## src/mbsf_pkg.sv

```systemverilog
package mbsf_pkg;

   // Beat field widths.
   localparam int COEFF_W    = 40;
   localparam int CSR_IDX_W  = 3;
   localparam int CSR_DATA_W = 16;
   localparam int LOG2_W     = 4;

   // Register indexes of the configuration port.
   localparam logic [CSR_IDX_W-1:0] CSR_BLUR_A      = 3'd0;
   localparam logic [CSR_IDX_W-1:0] CSR_BLUR_B      = 3'd1;
   localparam logic [CSR_IDX_W-1:0] CSR_EXPOSURE_T  = 3'd2;
   localparam logic [CSR_IDX_W-1:0] CSR_HEIGHT_LOG2 = 3'd3;
   localparam logic [CSR_IDX_W-1:0] CSR_WIDTH_LOG2  = 3'd4;

   // Register reset values.
   localparam logic [15:0]       BLUR_A_RST     = 16'd1638;
   localparam logic [15:0]       BLUR_B_RST     = 16'd1638;
   localparam logic [15:0]       EXPOSURE_T_RST = 16'd4096;
   localparam logic [LOG2_W-1:0] LOG2_RST       = 4'd9;

   // Fixed-point constants, Q.16 radians.
   localparam int PI_Q16      = 205887;
   localparam int HALF_PI_Q16 = 102944;
   localparam int PI_W        = 19;

   // Sine/cosine unit.
   localparam int PHASE_W      = 20;
   localparam int CORDIC_X0    = 39797;
   localparam int CORDIC_STEPS = 16;
   localparam int ATAN_Q16 [CORDIC_STEPS] = '{
      51472, 30385, 16055, 8150, 4091, 2047, 1024, 512,
      256, 128, 64, 32, 16, 8, 4, 2
   };

   // Gain path.
   localparam int PROD_W  = 37;
   localparam int QUO_W   = 23;
   localparam int GAIN_W  = QUO_W + 1;
   localparam int HGAIN_W = GAIN_W + PHASE_W - 16;

   localparam logic signed [COEFF_W-1:0] OUT_MAX = {1'b0, {(COEFF_W-1){1'b1}}};
   localparam logic signed [COEFF_W-1:0] OUT_MIN = {1'b1, {(COEFF_W-1){1'b0}}};

endpackage

```

## src/mbsf_angle.sv

```systemverilog
module mbsf_angle #(
   parameter  int MAX_DIM_LOG2 = 11,
   localparam int THETA_W      = MAX_DIM_LOG2 + 23
) (
   input  logic                                  clock,
   input  logic                                  reset,
   input  logic                                  adv,
   input  logic                                  in_valid,
   input  logic [MAX_DIM_LOG2-1:0]               row_index,
   input  logic [MAX_DIM_LOG2-1:0]               col_index,
   input  logic [mbsf_pkg::COEFF_W-1:0]          coeff_re,
   input  logic [mbsf_pkg::COEFF_W-1:0]          coeff_im,
   input  logic [15:0]                           blur_a,
   input  logic [15:0]                           blur_b,
   input  logic [mbsf_pkg::LOG2_W-1:0]           height_log2,
   input  logic [mbsf_pkg::LOG2_W-1:0]           width_log2,
   output logic                                  out_valid,
   output logic signed [THETA_W-1:0]             theta,
   output logic signed [mbsf_pkg::PHASE_W-1:0]   phase,
   output logic [mbsf_pkg::COEFF_W-1:0]          out_re,
   output logic [mbsf_pkg::COEFF_W-1:0]          out_im
);
   import mbsf_pkg::*;

   localparam int UW   = MAX_DIM_LOG2 + 1;
   localparam int PW   = UW + 16;
   localparam int SW   = PW + 1;
   localparam int MW   = SW + PI_W;
   localparam int PHMW = 15 + PI_W;

   localparam logic signed [PI_W-1:0] PI_S = PI_W'(PI_Q16);

   logic [LOG2_W-1:0]       hl_c, wl_c;
   logic [MAX_DIM_LOG2-1:0] row_m, col_m;
   logic [UW-1:0]           half_h, half_w;
   logic signed [UW-1:0]    u, v;
   logic signed [PW-1:0]    pu_in, pv_in;
   logic signed [PW-1:0]    pu_ff, pv_ff;
   logic signed [SW-1:0]    s_in, s_ff;
   logic signed [14:0]      s_red;
   logic signed [MW-1:0]    mth_in, mth_ff;
   logic signed [PHMW-1:0]  mph_in, mph_ff;
   logic signed [MW-1:0]    th_bias, th_sum;
   logic signed [PHMW-1:0]  ph_bias, ph_sum;
   logic signed [THETA_W-1:0] theta_ff;
   logic signed [PHASE_W-1:0] phase_ff;
   logic [2:0]              valid_ff;
   logic                    valid4_ff;
   logic [COEFF_W-1:0]      re_ff [0:3];
   logic [COEFF_W-1:0]      im_ff [0:3];

   // Clamp the sizes and center the indices.
   always_comb begin
      if (height_log2 == '0) begin
         hl_c = LOG2_W'(1);
      end else if (height_log2 > LOG2_W'(MAX_DIM_LOG2)) begin
         hl_c = LOG2_W'(MAX_DIM_LOG2);
      end else begin
         hl_c = height_log2;
      end
      if (width_log2 == '0) begin
         wl_c = LOG2_W'(1);
      end else if (width_log2 > LOG2_W'(MAX_DIM_LOG2)) begin
         wl_c = LOG2_W'(MAX_DIM_LOG2);
      end else begin
         wl_c = width_log2;
      end
      row_m  = row_index & ~({MAX_DIM_LOG2{1'b1}} << hl_c);
      col_m  = col_index & ~({MAX_DIM_LOG2{1'b1}} << wl_c);
      half_h = UW'(1) << (hl_c - LOG2_W'(1));
      half_w = UW'(1) << (wl_c - LOG2_W'(1));
      u      = $signed({1'b0, row_m}) - $signed(half_h);
      v      = $signed({1'b0, col_m}) - $signed(half_w);
      pu_in  = u * $signed(blur_a);
      pv_in  = v * $signed(blur_b);
   end

   // Sum, then scale by pi for the full angle and the folded phase.
   always_comb begin
      s_in   = pu_ff + pv_ff;
      s_red  = s_ff[14:0];
      mth_in = s_ff * PI_S;
      mph_in = s_red * PI_S;
   end

   // Round both products to Q.16, ties away from zero.
   always_comb begin
      th_bias = mth_ff[MW-1] ? MW'(8191) : MW'(8192);
      ph_bias = mph_ff[PHMW-1] ? PHMW'(8191) : PHMW'(8192);
      th_sum  = mth_ff + th_bias;
      ph_sum  = mph_ff + ph_bias;
   end

   always_ff @(posedge clock) begin
      if (reset) begin
         valid_ff  <= '0;
         valid4_ff <= 1'b0;
      end else if (adv) begin
         valid_ff  <= {valid_ff[1:0], in_valid};
         valid4_ff <= valid_ff[2];
      end
   end

   always_ff @(posedge clock) begin
      if (adv) begin
         pu_ff    <= pu_in;
         pv_ff    <= pv_in;
         s_ff     <= s_in;
         mth_ff   <= mth_in;
         mph_ff   <= mph_in;
         theta_ff <= THETA_W'(th_sum >>> 14);
         phase_ff <= PHASE_W'(ph_sum >>> 14);
         re_ff[0] <= coeff_re;
         im_ff[0] <= coeff_im;
         re_ff[1] <= re_ff[0];
         im_ff[1] <= im_ff[0];
         re_ff[2] <= re_ff[1];
         im_ff[2] <= im_ff[1];
         re_ff[3] <= re_ff[2];
         im_ff[3] <= im_ff[2];
      end
   end

   assign out_valid = valid4_ff;
   assign theta     = theta_ff;
   assign phase     = phase_ff;
   assign out_re    = re_ff[3];
   assign out_im    = im_ff[3];

endmodule

```

## config.mk

```make
export PLATFORM = sky130hd
export DESIGN_NAME = mbsf_angle
export DESIGN_NICKNAME = d
export VERILOG_FILES = /design/src/mbsf_pkg.sv /design/src/mbsf_angle.sv
export SDC_FILE = /design/constraint.sdc
export NUM_CORES = 2
export LEC_CHECK = 0
export ABC_AREA = 1
export BUFFER_PORTS_ARGS = -buffer_cell sky130_fd_sc_hd__buf_2
export CAP_MARGIN = 20
export CORE_UTILIZATION = 45
export DETAILED_ROUTE_END_ITERATION = 10
export PLACE_DENSITY = 0.64
export SLEW_MARGIN = 10
export SYNTH_ARGS = -nofsm -noshare
export SYNTH_HDL_FRONTEND = slang
export SYNTH_SLANG_ARGS = --single-unit
```

## constraint.sdc

```tcl
create_clock -name clock -period 21.8 [get_ports clock]
set_input_delay 4.36 -clock clock [delete_from_list [all_inputs] [get_ports clock]]
set_output_delay 4.36 -clock clock [all_outputs]
set_load 0.05 [all_outputs]
```

* Word level (Yosys, flattened, before mapping) *
Memories as Yosys holds them, arrays and structs flattened.
Index checks and enable logic that the tools add are counted.

storage, ports and cells
  bits in registers = 225
  bits in writable memories = 320
  bits of input ports = 146
  output and inout port bits = 135
  logic and storage cells = 42
  memories kept = 2

operators by class
  add/sub/neg operators = 7
  multipliers = 4
  magnitude comparators = 2
  shift operators = 4
  muxes and demuxes = 8
  bitwise logic cells = 4
  reduce and logical (&&, ||, !) cells = 2

memories
  memory  words  width  read ports  clocked after memory_dff  write ports  line              text
  im_ff   4      40     4           0                         4            mbsf_angle.sv:50  logic [COEFF_W-1:0] im_ff [0:3];
  re_ff   4      40     4           0                         4            mbsf_angle.sv:49  logic [COEFF_W-1:0] re_ff [0:3];

operators with widths
  operator                                              number
  multiplier 12 x 16 -> 28 bit                          2
  adder 48 x 15 -> 48 bit                               1
  multiplier 29 x 19 -> 48 bit, second input constant   1
  adder 34 x 15 -> 34 bit                               1
  multiplier 15 x 19 -> 34 bit, second input constant   1
  adder 28 x 28 -> 29 bit                               1
  2-to-1 mux 14 bit                                     2
  left shift 1 x 4 -> 12 bit, first input constant      2
  subtractor 12 bit                                     2
  AND 11 bit                                            2
  NOT 11 bit                                            2
  left shift 11 x 4 -> 11 bit, first input constant     2
  2-to-1 mux 4 bit                                      4
  greater-than comparator 4 bit, second input constant  2
  logical NOT 4 bit                                     2
  subtractor 4 x 1 -> 4 bit, second input constant      2
  2-to-1 mux 1 bit                                      2

* Longest topological paths before layout *
  depth in word-level cells = 8
  depth in mapped cells = 39
  gate-level depth less buffers = 38

* Least setup slack after synthesis *
OpenSTA, ideal clock, no wires.

  path type = input-to-reg
  start point = input port width_log2[3] (netlist bit)
  end point = register pv_ff[22] (data pin)
  data arrival time = 10.186 ns
  data required time = 21.548 ns
  path slack = 11.362 ns
  cell stages on the path = 30
  buffers on the path = 2
  path through = clkbuf_1 > nor2_1 > inv_1 > nor2_1 > ha_1 > fa_1 > o31ai_1 > or2_2 > nand2_1 > inv_1 > buf_2 > nand2_1 > fa_1 > inv_1 > fa_1 > inv_1 > fa_1 > inv_1 > fa_1 > inv_1 > fa_1 > inv_1 > ha_1 > nand2_1 > nor2_1 > nand2_1 > o21ai_0 > nand2_1 > nand3_1 > nand2_1

between the ends
  longest elaborated chain between the ends = 8
  elaborated cells on any way between the ends = 11

ends and longest elaborated chain
  what                              line               text
  from (decl)                       mbsf_angle.sv:16   input logic [mbsf_pkg::LOG2_W-1:0] width_log2,
  greater-than comparator 4 bit     mbsf_angle.sv:63   end else if (width_log2 > LOG2_W'(MAX_DIM_LOG2)) begin
  2-to-1 mux 4 bit                  mbsf_angle.sv:63
  2-to-1 mux 4 bit (*)              mbsf_angle.sv:61   if (width_log2 == '0) begin
  left shift 11 x 4 -> 11 bit       mbsf_angle.sv:69   col_m = col_index & ~({MAX_DIM_LOG2{1'b1}} << wl_c);
  NOT 11 bit                        mbsf_angle.sv:69
  AND 11 bit                        mbsf_angle.sv:69
  subtractor 12 bit (*)             mbsf_angle.sv:73   v = $signed({1'b0, col_m}) - $signed(half_w);
  multiplier 12 x 16 -> 28 bit (*)  mbsf_angle.sv:75   pv_in = v * $signed(blur_b);
  via pv_in[22]                     mbsf_angle.sv:37   logic signed [PW-1:0] pu_in, pv_in;
  to (signal assigned)              mbsf_angle.sv:107  pv_ff <= pv_in;
  to (decl)                         mbsf_angle.sv:38   logic signed [PW-1:0] pu_ff, pv_ff;

The timed path passes the listed nets; every way through them passes the cells marked *.
A chain may end at the register's enable or synchronous reset.

* Final worst setup path *
Same ends and word-level chain as after synthesis.

==> summary.txt <==
Chip Width: 344 um
Core Footprint: 0.116 mm2
Avg Cell Area, Syn: 9.19 um2
Chip height: 344 um
Max incr delay on CP: 0.49 ns
I/O pin count: 281
R2R cell count: 17
CP required: 22.18 ns
CP most frequent cell: nand2_1
CP startpoint: width_log2[3]
Largest net degree at the start of global routing: 195
DR DRC count: 0
Final Slew Violations: 0
Ratio of final minimum period to clock period: 0.493
CTS buffer count: 57
Max cap viols: 0
Net count after synthesis: 7017
Layout overhead on the synthesized area: 9.50%
Yosys Warn Count: 0
Number of iterations in the first detailed-routing pass: 6
Clock-pin slew on the worst setup and hold paths: 0.06 ns
Data arrival time of the critical path: 11.14 ns
Die area: 0.119 mm2
Status: complete, no violations
Distinct cells, synth: 47
Hold slack: 0.383 ns
Final Critical Period: 10.76 ns
Initial antenna violation count: 1
Port Buffer Count: 280
Max FO, Critical Path: 15
FP Rows: 125
Placed Instance Area: 0.0558 mm2
Synth top area share: 0.307
Post-layout net count: 7299
GRT Util Overall: 0.215
Setup violations, final: 0
Post-CTS Setup Bufs: 0
Post-synth EDFFs: 539
RSZ-0062 raised after global routing: no
Inst Count DP: 7486
DP HPWL: 106000 um
Via count: 38000
Post-Route Skew: 0.0393 ns
Post-CTS sizing: 0
Mapped cell area: 0.0527 mm2
Global-route wire length before repair: 201000 um
Hold-fix buffers, CTS: 0
Largest cells by area after synthesis: edfxtp_1 (31%), fa_1 (25%), ha_1 (12%)
#FFs+latches synth: 543
Area leader, netlist: edfxtp_1
HP Start: im_ff[1][10]$_DFFE_PP_
Starting Density: 0.454
WL final: 125000 um
Slew headroom: 0.194
FFs w/ async S/R, synth: 0
CTS root buf: clkbuf_16
Grt total ovfl: 0
Setup TNS: 0 ns
Layout cell share with drive strength beyond 1: 0.0669
CTS tree: built
CP startpoint kind: input pin
Iteration-0 DRC Markers: 2277
Worst setup EP type: flop
Clock sink count: 543
WHS Path Cells: 0
Wire per inst: 16.5 um
Reg area: 0.0163 mm2
Syn Inst Count: 5739
Sequential-to-total area share from yosys stat: 0.308
Maximum clock frequency: 93.0 MHz
Final instance area: 0.0578 mm2
Worst Tran Pin Value: 1.21 ns
Htree depth: 2
Fillers: 11000
R2R Path Start: s_ff[28]$_DFFE_PP_
CP max-delay cell: fa_1
CP Class: input pin to flop
Main synth FF type: edfxtp_1
Final std cells w/o fill: 7592
Hold WC Path Type: flop to flop
Top-count cell post-synth: inv_1
Footprint of the multi-input gates: 0.0312 mm2
Final Hold Violating Endpoints: 0
Vias in the first global route: 38800
Top cells by count, synth: inv_1 (1323), nand2_1 (1220), fa_1 (646), edfxtp_1 (539), ha_1 (486)
Worst skew pair latency: 0.66 ns
Maximum clock path buffer count: 3
GP Congestion: 0.955
Post-DRT Antenna Nets: 0
Vias per cell: 5.01
==> cells by family (layout without fill, tap and decap cells) <==
group	Yosys count	after routing	share of synthesized area
and+or+nand+nor	2137	2137	0.167
buffers and inverters	1391	1719	0.0999
adders and majority gates	1132	1132	0.360
DFF	543	543	0.308
AOI/OAI and AO/OA	393	393	0.0404
xor gates and xnor gates	143	143	0.0237
other	0	1	0
==> cells in the final DEF, fill, tap and decap left out, types with 5 or more instances in the layout <==
cell / count
a21boi_0: 7
a21o_1: 16
a21oi_1: 203
a31oi_1: 10
and3_1: 5
buf_2: 279
bufinv_16: 6
clkbuf_1: 6
clkbuf_16: 58
clkinv_1: 15
clkinv_2: 8
clkinvlp_4: 6
edfxtp_1: 539
fa_1: 646
ha_1: 486
inv_1: 1323
nand2_1: 1220
nand2_2: 5
nand3_1: 251
nand3b_1: 9
nand4_1: 68
nor2_1: 478
nor2_2: 5
nor3_1: 51
nor4_1: 16
o21a_1: 7
o21ai_0: 117
o21bai_1: 24
or2_2: 9
xnor2_1: 40
xor2_1: 102
==> metal layers <==
metal,up-vias,global-route usage,share of wire
met3,199,0.0271,0.047
met2,892,0.373,0.49
li1,18500,-,-
met1,18400,0.280,0.43
met5,-,0,0.00010
met4,2,0.0642,0.031
==> path summary, 6_finish.rpt <==
path / slack (ns) / end
min reg2reg: 0.38 / im_ff[2][10]$_DFFE_PP_
max: 11.04 / pv_ff[22]$_DFFE_PP_
min: 0.38 / im_ff[2][10]$_DFFE_PP_
max reg2reg: 15.60 / mth_ff[37]$_DFFE_PP_
==> through the flow <==
step           setup WS (ns)  utilization
3_3_place_gp           10.59        0.481
4_1_cts                11.20        0.497
3_5_place_dp           10.52        0.481
6_report               11.04        0.497
5_1_grt                10.58        0.497
2_1_floorplan          11.36            -
==> sequential cells by signal (all words and copies together), names as in the netlist <==
| name | flops |
|---|---|
| theta | 34 |
| pu_ff | 28 |
| valid_ff | 3 |
| mth_ff | 48 |
| out_valid | 1 |
| pv_ff | 28 |
| im_ff | 160 |
| mph_ff | 32 |
| phase | 20 |
| s_ff | 29 |
| re_ff | 160 |
==> final cells by class <==
type	count	area share
diodes	1	0.0000433
clock buffers	64	0.0255
clock inverters	41	0.00743
inverters	1329	0.0864
multi-input cells	3805	0.540
flip-flops and latches	543	0.282
well taps	1524	0.0330
repair buffers	285	0.0255
==> critical path, delay by kind of cell <==
| kind | cells | cell delay, ns |
|---|---|---|
| adders and majority gates | 7 | 3.07 |
| and+or+nand+nor | 16 | 2.08 |
| AOI/OAI and AO/OA | 4 | 0.92 |
| buffers and inverters | 6 | 0.68 |
Power is not shown: default switching activity piles up to over one toggle a cycle in this logic, so the estimate is an artifact.
