==> src/mbsf_pkg.sv <==
package mbsf_pkg;

   // Beat field widths.
   localparam int COEFF_W    = 40;
   localparam int CSR_IDX_W  = 3;
   localparam int CSR_DATA_W = 16;
   localparam int LOG2_W     = 4;

   // Register indexes of the configuration port.
   localparam logic [CSR_IDX_W-1:0] CSR_BLUR_A      = 3'd0;
   localparam logic [CSR_IDX_W-1:0] CSR_BLUR_B      = 3'd1;
   localparam logic [CSR_IDX_W-1:0] CSR_EXPOSURE_T  = 3'd2;
   localparam logic [CSR_IDX_W-1:0] CSR_HEIGHT_LOG2 = 3'd3;
   localparam logic [CSR_IDX_W-1:0] CSR_WIDTH_LOG2  = 3'd4;

   // Register reset values.
   localparam logic [15:0]       BLUR_A_RST     = 16'd1638;
   localparam logic [15:0]       BLUR_B_RST     = 16'd1638;
   localparam logic [15:0]       EXPOSURE_T_RST = 16'd4096;
   localparam logic [LOG2_W-1:0] LOG2_RST       = 4'd9;

   // Fixed-point constants, Q.16 radians.
   localparam int PI_Q16      = 205887;
   localparam int HALF_PI_Q16 = 102944;
   localparam int PI_W        = 19;

   // Sine/cosine unit.
   localparam int PHASE_W      = 20;
   localparam int CORDIC_X0    = 39797;
   localparam int CORDIC_STEPS = 16;
   localparam int ATAN_Q16 [CORDIC_STEPS] = '{
      51472, 30385, 16055, 8150, 4091, 2047, 1024, 512,
      256, 128, 64, 32, 16, 8, 4, 2
   };

   // Gain path.
   localparam int PROD_W  = 37;
   localparam int QUO_W   = 23;
   localparam int GAIN_W  = QUO_W + 1;
   localparam int HGAIN_W = GAIN_W + PHASE_W - 16;

   localparam logic signed [COEFF_W-1:0] OUT_MAX = {1'b0, {(COEFF_W-1){1'b1}}};
   localparam logic signed [COEFF_W-1:0] OUT_MIN = {1'b1, {(COEFF_W-1){1'b0}}};

endpackage

==> src/mbsf_cordic.sv <==
module mbsf_cordic #(
   parameter int SIDE_W = 8
) (
   input  logic                                clock,
   input  logic                                reset,
   input  logic                                adv,
   input  logic                                in_valid,
   input  logic signed [mbsf_pkg::PHASE_W-1:0] phase,
   input  logic [SIDE_W-1:0]                   in_side,
   output logic                                out_valid,
   output logic signed [mbsf_pkg::PHASE_W-1:0] cos_q,
   output logic signed [mbsf_pkg::PHASE_W-1:0] sin_q,
   output logic [SIDE_W-1:0]                   out_side
);
   import mbsf_pkg::*;

   localparam int CW = PHASE_W;
   localparam int NS = CORDIC_STEPS;

   localparam logic signed [CW-1:0] PI_S   = CW'(PI_Q16);
   localparam logic signed [CW-1:0] HALF_S = CW'(HALF_PI_Q16);
   localparam logic signed [CW-1:0] X0_S   = CW'(CORDIC_X0);

   logic signed [CW-1:0] x_ff [0:NS];
   logic signed [CW-1:0] y_ff [0:NS];
   logic signed [CW-1:0] z_ff [0:NS];
   logic                 flip_ff [0:NS];
   logic [SIDE_W-1:0]    side_ff [0:NS];
   logic                 valid_ff [0:NS];
   logic signed [CW-1:0] z0_in;
   logic                 flip_in;
   logic signed [CW-1:0] cos_ff, sin_ff;
   logic [SIDE_W-1:0]    oside_ff;
   logic                 ovalid_ff;

   // Fold the phase into [-pi/2, pi/2]; a fold negates both results.
   always_comb begin
      if (phase > HALF_S) begin
         z0_in   = phase - PI_S;
         flip_in = 1'b1;
      end else if (phase < -HALF_S) begin
         z0_in   = phase + PI_S;
         flip_in = 1'b1;
      end else begin
         z0_in   = phase;
         flip_in = 1'b0;
      end
   end

   always_ff @(posedge clock) begin
      if (reset) begin
         valid_ff[0] <= 1'b0;
      end else if (adv) begin
         valid_ff[0] <= in_valid;
      end
   end

   always_ff @(posedge clock) begin
      if (adv) begin
         x_ff[0]    <= X0_S;
         y_ff[0]    <= '0;
         z_ff[0]    <= z0_in;
         flip_ff[0] <= flip_in;
         side_ff[0] <= in_side;
      end
   end

   // One rotation per stage.
   for (genvar i = 0; i < NS; i++) begin : g_iter
      logic signed [CW-1:0] xs, ys;
      logic                 up;

      always_comb begin
         xs = x_ff[i] >>> i;
         ys = y_ff[i] >>> i;
         up = !z_ff[i][CW-1];
      end

      always_ff @(posedge clock) begin
         if (reset) begin
            valid_ff[i+1] <= 1'b0;
         end else if (adv) begin
            valid_ff[i+1] <= valid_ff[i];
         end
      end

      always_ff @(posedge clock) begin
         if (adv) begin
            if (up) begin
               x_ff[i+1] <= x_ff[i] - ys;
               y_ff[i+1] <= y_ff[i] + xs;
               z_ff[i+1] <= z_ff[i] - CW'(ATAN_Q16[i]);
            end else begin
               x_ff[i+1] <= x_ff[i] + ys;
               y_ff[i+1] <= y_ff[i] - xs;
               z_ff[i+1] <= z_ff[i] + CW'(ATAN_Q16[i]);
            end
            flip_ff[i+1] <= flip_ff[i];
            side_ff[i+1] <= side_ff[i];
         end
      end
   end

   // Undo the fold.
   always_ff @(posedge clock) begin
      if (reset) begin
         ovalid_ff <= 1'b0;
      end else if (adv) begin
         ovalid_ff <= valid_ff[NS];
      end
   end

   always_ff @(posedge clock) begin
      if (adv) begin
         cos_ff   <= flip_ff[NS] ? -x_ff[NS] : x_ff[NS];
         sin_ff   <= flip_ff[NS] ? -y_ff[NS] : y_ff[NS];
         oside_ff <= side_ff[NS];
      end
   end

   assign out_valid = ovalid_ff;
   assign cos_q     = cos_ff;
   assign sin_q     = sin_ff;
   assign out_side  = oside_ff;

endmodule

==> config.mk <==
export PLATFORM = sky130hd
export DESIGN_NAME = mbsf_cordic
export DESIGN_NICKNAME = d
export VERILOG_FILES = /design/src/mbsf_pkg.sv /design/src/mbsf_cordic.sv
export SDC_FILE = /design/constraint.sdc
export NUM_CORES = 2
export LEC_CHECK = 0
export ABC_AREA = 1
export BUFFER_PORTS_ARGS = -buffer_cell sky130_fd_sc_hd__clkbuf_2
export CORE_MARGIN = 2
export CORE_UTILIZATION = 57
export CTS_CLUSTER_SIZE = 16
export DETAILED_ROUTE_END_ITERATION = 6
export PLACE_DENSITY_LB_ADDON = 0.12
export SLEW_MARGIN = 20
export SYNTH_ARGS = -nofsm -noshare
export SYNTH_HDL_FRONTEND = slang
export SYNTH_SLANG_ARGS = --single-unit
==> constraint.sdc <==
create_clock -name clock -period 3.55 [get_ports clock]
set_input_delay 0.355 -clock clock [delete_from_list [all_inputs] [get_ports clock]]
set_output_delay 0.355 -clock clock [all_outputs]
set_load 0.005 [all_outputs]
; After elaboration in Yosys (flattened, before gate mapping)
; Memories as Yosys holds them, arrays and structs flattened. A register that Yosys moved wholly into a read port is not among the register bits.
; Index checks and enable logic that the tools add are counted.
[word_totals]
register_bits = 40
latch_bits = 0
mem_bits_rw = 1190
mem_bits_ro = 0
output_inout_bits = 49
wordCells = 347
mem_count = 6
[memory_table]
columns = memory, depth, width, rd, rd_ports_with_merged_regs, write_ports, line
row1 = x_ff, 17, 20, 17, 0, 17, mbsf_cordic.sv:24  ; logic signed [CW-1:0] x_ff [0:NS];
row2 = y_ff, 17, 20, 17, 0, 17, mbsf_cordic.sv:25  ; logic signed [CW-1:0] y_ff [0:NS];
row3 = z_ff, 17, 20, 16, 0, 17, mbsf_cordic.sv:26  ; logic signed [CW-1:0] z_ff [0:NS];
row4 = side_ff, 17, 8, 17, 1, 17, mbsf_cordic.sv:28  ; logic [SIDE_W-1:0] side_ff [0:NS];
row5 = flip_ff, 17, 1, 17, 0, 17, mbsf_cordic.sv:27  ; logic flip_ff [0:NS];
row6 = valid_ff, 17, 1, 17, 1, 17, mbsf_cordic.sv:29  ; logic valid_ff [0:NS];
[op_classes]
add_sub_neg = 99
n_mul = 0
div = 0
n_lt_le_gt_ge = 2
n_eq_ne = 0
n_shift = 0
muxes = 173
n_bitwise = 65
n_reduce_logical = 0
[op_table]
columns = operator, count
row1 = two-way mux 20 bit, 52
row2 = two-way mux 1 bit, 121
row3 = OR 1 bit, 65
row4 = adder 20 x 10 -> 20 bit, 2
row5 = adder 20 x 11 -> 20 bit, 2
row6 = adder 20 x 12 -> 20 bit, 2
row7 = "adder 20 x 12 -> 20 bit, second input constant", 2
row8 = adder 20 x 13 -> 20 bit, 2
row9 = adder 20 x 14 -> 20 bit, 2
row10 = adder 20 x 15 -> 20 bit, 2
row11 = adder 20 x 16 -> 20 bit, 2
row12 = adder 20 x 17 -> 20 bit, 2
row13 = adder 20 x 18 -> 20 bit, 2
row14 = adder 20 x 19 -> 20 bit, 2
row15 = adder 20 x 5 -> 20 bit, 2
row16 = adder 20 x 6 -> 20 bit, 2
row17 = adder 20 x 7 -> 20 bit, 2
row18 = adder 20 x 8 -> 20 bit, 2
row19 = adder 20 x 9 -> 20 bit, 2
row20 = negator 20 bit, 2
row21 = subtractor 20 x 10 -> 20 bit, 2
row22 = subtractor 20 x 11 -> 20 bit, 2
row23 = subtractor 20 x 12 -> 20 bit, 2
row24 = "subtractor 20 x 12 -> 20 bit, second input constant", 2
row25 = other kinds (46), 59

; Logic depth before layout (Yosys ltp)
[logic_depth]
word_depth = 4
mapped_depth = 22

; Least setup slack after synthesis
; Ideal clock, no wire load.
[synth_timing]
path_type = input to register
start = input adv
end = memory x_ff[15][12] in the netlist's numbering, data pin
setup_ns = 0.259
arrival_ns = 2.857
required_ns = 3.291
slack_ns = 0.434
stages = 12
path_buffers = 2
path_cell_list = buf_4 nand2_2 clkbuf_1 o21ai_0 fa_1 nand3_1 nand2_1 a21boi_0 o21bai_1 nand3_1 nand2_1 xor2_1
[synth_rtl]
columns = element, line
row1 = start: declaration, mbsf_cordic.sv:6  ; input logic adv,
row2 = end: declaration, mbsf_cordic.sv:24

==> summary.md <==
* 3353 ps — Final min period
* 1060 ps — Worst Max-Slew Pin Slew
* sky130_fd_sc_hd__edfxtp_1 40%, sky130_fd_sc_hd__ha_1 12%, sky130_fd_sc_hd__nand2_1 9.3% — leading post-synthesis cells by cell area
* 385.6 µm — Die X-Extent
* 0 — Antenna Violating Nets Remaining
* 0% — Post-synth ARST share
* 178 — maximum number of pins on one net before global-route repair
* flip-flop — startpoint class of the critical path
* reg2reg — Worst Setup Path Type
* 1098 — total number of clock tree sinks
* z_ff[0][19] — WHS Endpoint
* 5 — drt drc
* 14 — number of cells on the worst reg-to-reg path
* 0.04622 mm² — Multi-input gate area
* 80 — count of buffers inserted at the top-level ports
* 0.08300 mm² — combined area of all synthesized cells
* 750 ps — worst-skew pair later-pin latency
* 3 — number of buffers on the longest clock path
* 1098 — number of storage elements in the synthesis netlist
* 69090 — total vias in the final route
* 353400 µm — global-route wire length before repair
* 200 ps — flop2flop setup slack
* 0.1450 mm² — area of the core region
* 0.09106 mm² — finished layout cell area
* 39.71% — proportion of synthesized chip area in sequential cells
* 0.08666 mm² — placed inst area
* phase[19] — Worst Min Path Start
* 25.08 ps — setup skew after layout
* 0 — sum of overflow across all layers after global routing
* 226100 µm — aggregate routed wire length
* complete, but fails checks — run status
* 4040 ps — Worst EP required
* 10959 — final net count
* 5.719 — via/cell ratio
* 3 — CTS H-Tree Depth
* in2reg — min-delay worst type
* y_ff[8][8] — worst flop-to-flop path startpoint
* 60 ps — Clock Pin Slew Worst Setup and Hold Paths
* 57.22% — effective utilization at floorplan
* 0 — antenna diode instance count
* 59 — Cell variety after synth
* 29.34% — relative slew slack
* 9.713% — layout overhead on the synthesized area
* 65846 — vias in the first global route
* sky130_fd_sc_hd__edfxtp_1 — library cell with the largest summed area after synthesis
* 9765 — instance count of the mapped netlist
* 7 — Pre-antenna DRT Iters
* 140 — number of core rows
* 2051 x sky130_fd_sc_hd__nand2_1, 1097 x sky130_fd_sc_hd__edfxtp_1, 983 x sky130_fd_sc_hd__nor2_1 — top library cells by usage in the layout, fill and taps aside
* 81 — Boundary Pins
* 5711 — drt first-iter violations
* 39.69% — area share of the largest cell type after synthesis
* 0.03296 mm² — area taken by flip-flops and latches
* flip-flop — Worst setup EP type
* 385.6 µm — Die Height
* 0 — Final Max Tran Viols
* 118 — number of buffers inserted during clock tree synthesis
* 0.2983 GHz — fmax
* 182100 µm — half-perimeter wire length after detailed placement
* 8.499 µm² — synthesized area per cell
* design-rule violations — violated checks
* 0 — number of hold violations in the final report
* 1.005 — routability congestion estimate from global placement
* x_ff[9][17] — destination of the worst register-to-register timing path
* sky130_fd_sc_hd__edfxtp_1 — main flop type after synthesis
* sky130_fd_sc_hd__clkbuf_16 — library cell used as clock root buffer
* 3840 ps — data arrival at the endpoint of the critical path
* 0 — max-capacitance violation count
* 3 — antenna violations before repair
* 18.71 µm — routed wire length per instance
* 1097 — count of flip-flops with a built-in enable after synthesis
* 94.44% — Period Utilization, post-route
* 12567 — number of inserted filler cells in the final layout
* 3 — Hold Path Stages
* sky130_fd_sc_hd__nand2_1 — most frequent standard cell in the layout excluding fill and tap cells
* 0.1487 mm² — die area
* built — TritonCTS clock tree
* 0 — total of warnings raised by yosys
* 29.93% — total track usage
* 5 — crit path max fanout
* 5.500% — ratio of cells with drive above 1 in the final layout
* 0 — Finish-stage setup viols
==> how the worst max path moves through the flow <==
| stage | slack (ps) | startpoint | depth (start not counted) | endpoint |
|---|---|---|---|---|
| floorplan | 430 | adv | 12 | x_ff[15][12] |
| global placement | 90 | adv | 13 | x_ff[12][17] |
| detailed placement | 40 | x_ff[6][6] | 16 | y_ff[7][17] |
| CTS | 20 | y_ff[14][15] | 16 | x_ff[15][13] |
| global route | -30 | y_ff[11][11] | 17 | x_ff[12][19] |
| finish | 200 | y_ff[8][8] | 14 | x_ff[9][17] |
==> routing by layer <==
metal	vias to the layer above	wire [µm]	global-route usage (%)
met3	463	13110	3.411
li1	34189	-	-
met5	-	0	0
met4	0	9037	11.27
met1	32189	99080	40.21
met2	2249	104800	49.73
==> what timing repair did <==
item,4_1_cts,5_1_grt
hold endpoints to repair,12,0
hold buffers,12,0
cloned,0,0
pin swaps,0,2
buffers inserted,0,10
setup endpoints to repair,1,58
resized for setup,1,49
==> cell families (layout without fill, tap and decap cells) <==
group | after synthesis | in the layout | synth area share [%]
other | 2 | 4 | 0.009049
xor gates and xnor gates | 967 | 967 | 10.23
DFF | 1098 | 1098 | 39.71
buffers and inverters | 1051 | 1448 | 4.862
adders and majority gates | 867 | 867 | 13.46
and+or+nand+nor | 4018 | 4018 | 20.06
AOI/OAI and AO/OA | 1762 | 1762 | 11.67
==> worst max-delay path, stage by stage (launching register included) <==
cell	delay (ps)
sky130_fd_sc_hd__edfxtp_1	500
sky130_fd_sc_hd__inv_1	120
sky130_fd_sc_hd__ha_1	240
sky130_fd_sc_hd__nand4_1	180
sky130_fd_sc_hd__nor3_2	200
sky130_fd_sc_hd__nand2_1	100
sky130_fd_sc_hd__o21ai_0	180
sky130_fd_sc_hd__buf_4	170
sky130_fd_sc_hd__a21oi_1	70
sky130_fd_sc_hd__ha_1	380
sky130_fd_sc_hd__a21oi_1	220
sky130_fd_sc_hd__o21ai_0	110
sky130_fd_sc_hd__a31oi_1	260
sky130_fd_sc_hd__nand3_1	180
sky130_fd_sc_hd__xor2_1	180
==> Yosys cell counts (5+ instances only) <==
master	number
sky130_fd_sc_hd__a21boi_0	26
sky130_fd_sc_hd__a21boi_1	8
sky130_fd_sc_hd__a21o_1	115
sky130_fd_sc_hd__a21oi_1	848
sky130_fd_sc_hd__a31oi_1	89
sky130_fd_sc_hd__buf_1	5
sky130_fd_sc_hd__buf_2	28
sky130_fd_sc_hd__buf_6	5
sky130_fd_sc_hd__clkbuf_1	41
sky130_fd_sc_hd__edfxtp_1	1097
sky130_fd_sc_hd__fa_1	43
sky130_fd_sc_hd__ha_1	824
sky130_fd_sc_hd__inv_1	944
sky130_fd_sc_hd__inv_2	18
sky130_fd_sc_hd__nand2_1	2053
sky130_fd_sc_hd__nand2_2	19
sky130_fd_sc_hd__nand3_1	609
sky130_fd_sc_hd__nand3b_1	11
sky130_fd_sc_hd__nand4_1	120
sky130_fd_sc_hd__nor2_1	985
sky130_fd_sc_hd__nor2_2	6
sky130_fd_sc_hd__nor3_1	142
sky130_fd_sc_hd__nor4_1	52
sky130_fd_sc_hd__o2111ai_1	5
sky130_fd_sc_hd__o211ai_1	7
sky130_fd_sc_hd__o21a_1	9
sky130_fd_sc_hd__o21ai_0	537
sky130_fd_sc_hd__o21ai_1	12
sky130_fd_sc_hd__o21ai_2	19
sky130_fd_sc_hd__o21bai_1	40
sky130_fd_sc_hd__o31ai_1	30
sky130_fd_sc_hd__or2_2	7
sky130_fd_sc_hd__xnor2_1	262
sky130_fd_sc_hd__xor2_1	704
==> registers in the layout, summed over array words and instances, names as in the netlist, 8 cells and up <==
signal	count
out_side	8
y_ff	299
z_ff	283
side_ff	136
sin_q	20
cos_q	20
flip_ff	17
valid_ff	17
x_ff	297
==> stage by stage <==
step	hold WS (ps)	instances	util, %	setup slack (ps)	TNS, ps
floorplan	400.3	9767	-	433.9	0
global placement	400.3	11835	59.75	93.73	0
detailed placement	404.5	11835	59.75	39.67	0
CTS	17.16	12071	62.59	20.79	0
global route	59.97	12081	62.78	-27.03	-63.00
finish	77.62	12081	62.78	197.3	0
==> cell type report <==
| cell class | count | share of cell area [%] |
|---|---|---|
| repair buffers | 256 | 2.031 |
| clock buffers | 136 | 3.317 |
| clock inverters | 88 | 1.068 |
| inverters | 968 | 3.996 |
| flip-flops and latches | 1098 | 36.20 |
| well taps | 1917 | 2.634 |
| multi-input cells | 7618 | 50.76 |
Power is not shown: default switching activity piles up to over one toggle a cycle in this logic, so the estimate is an artifact.
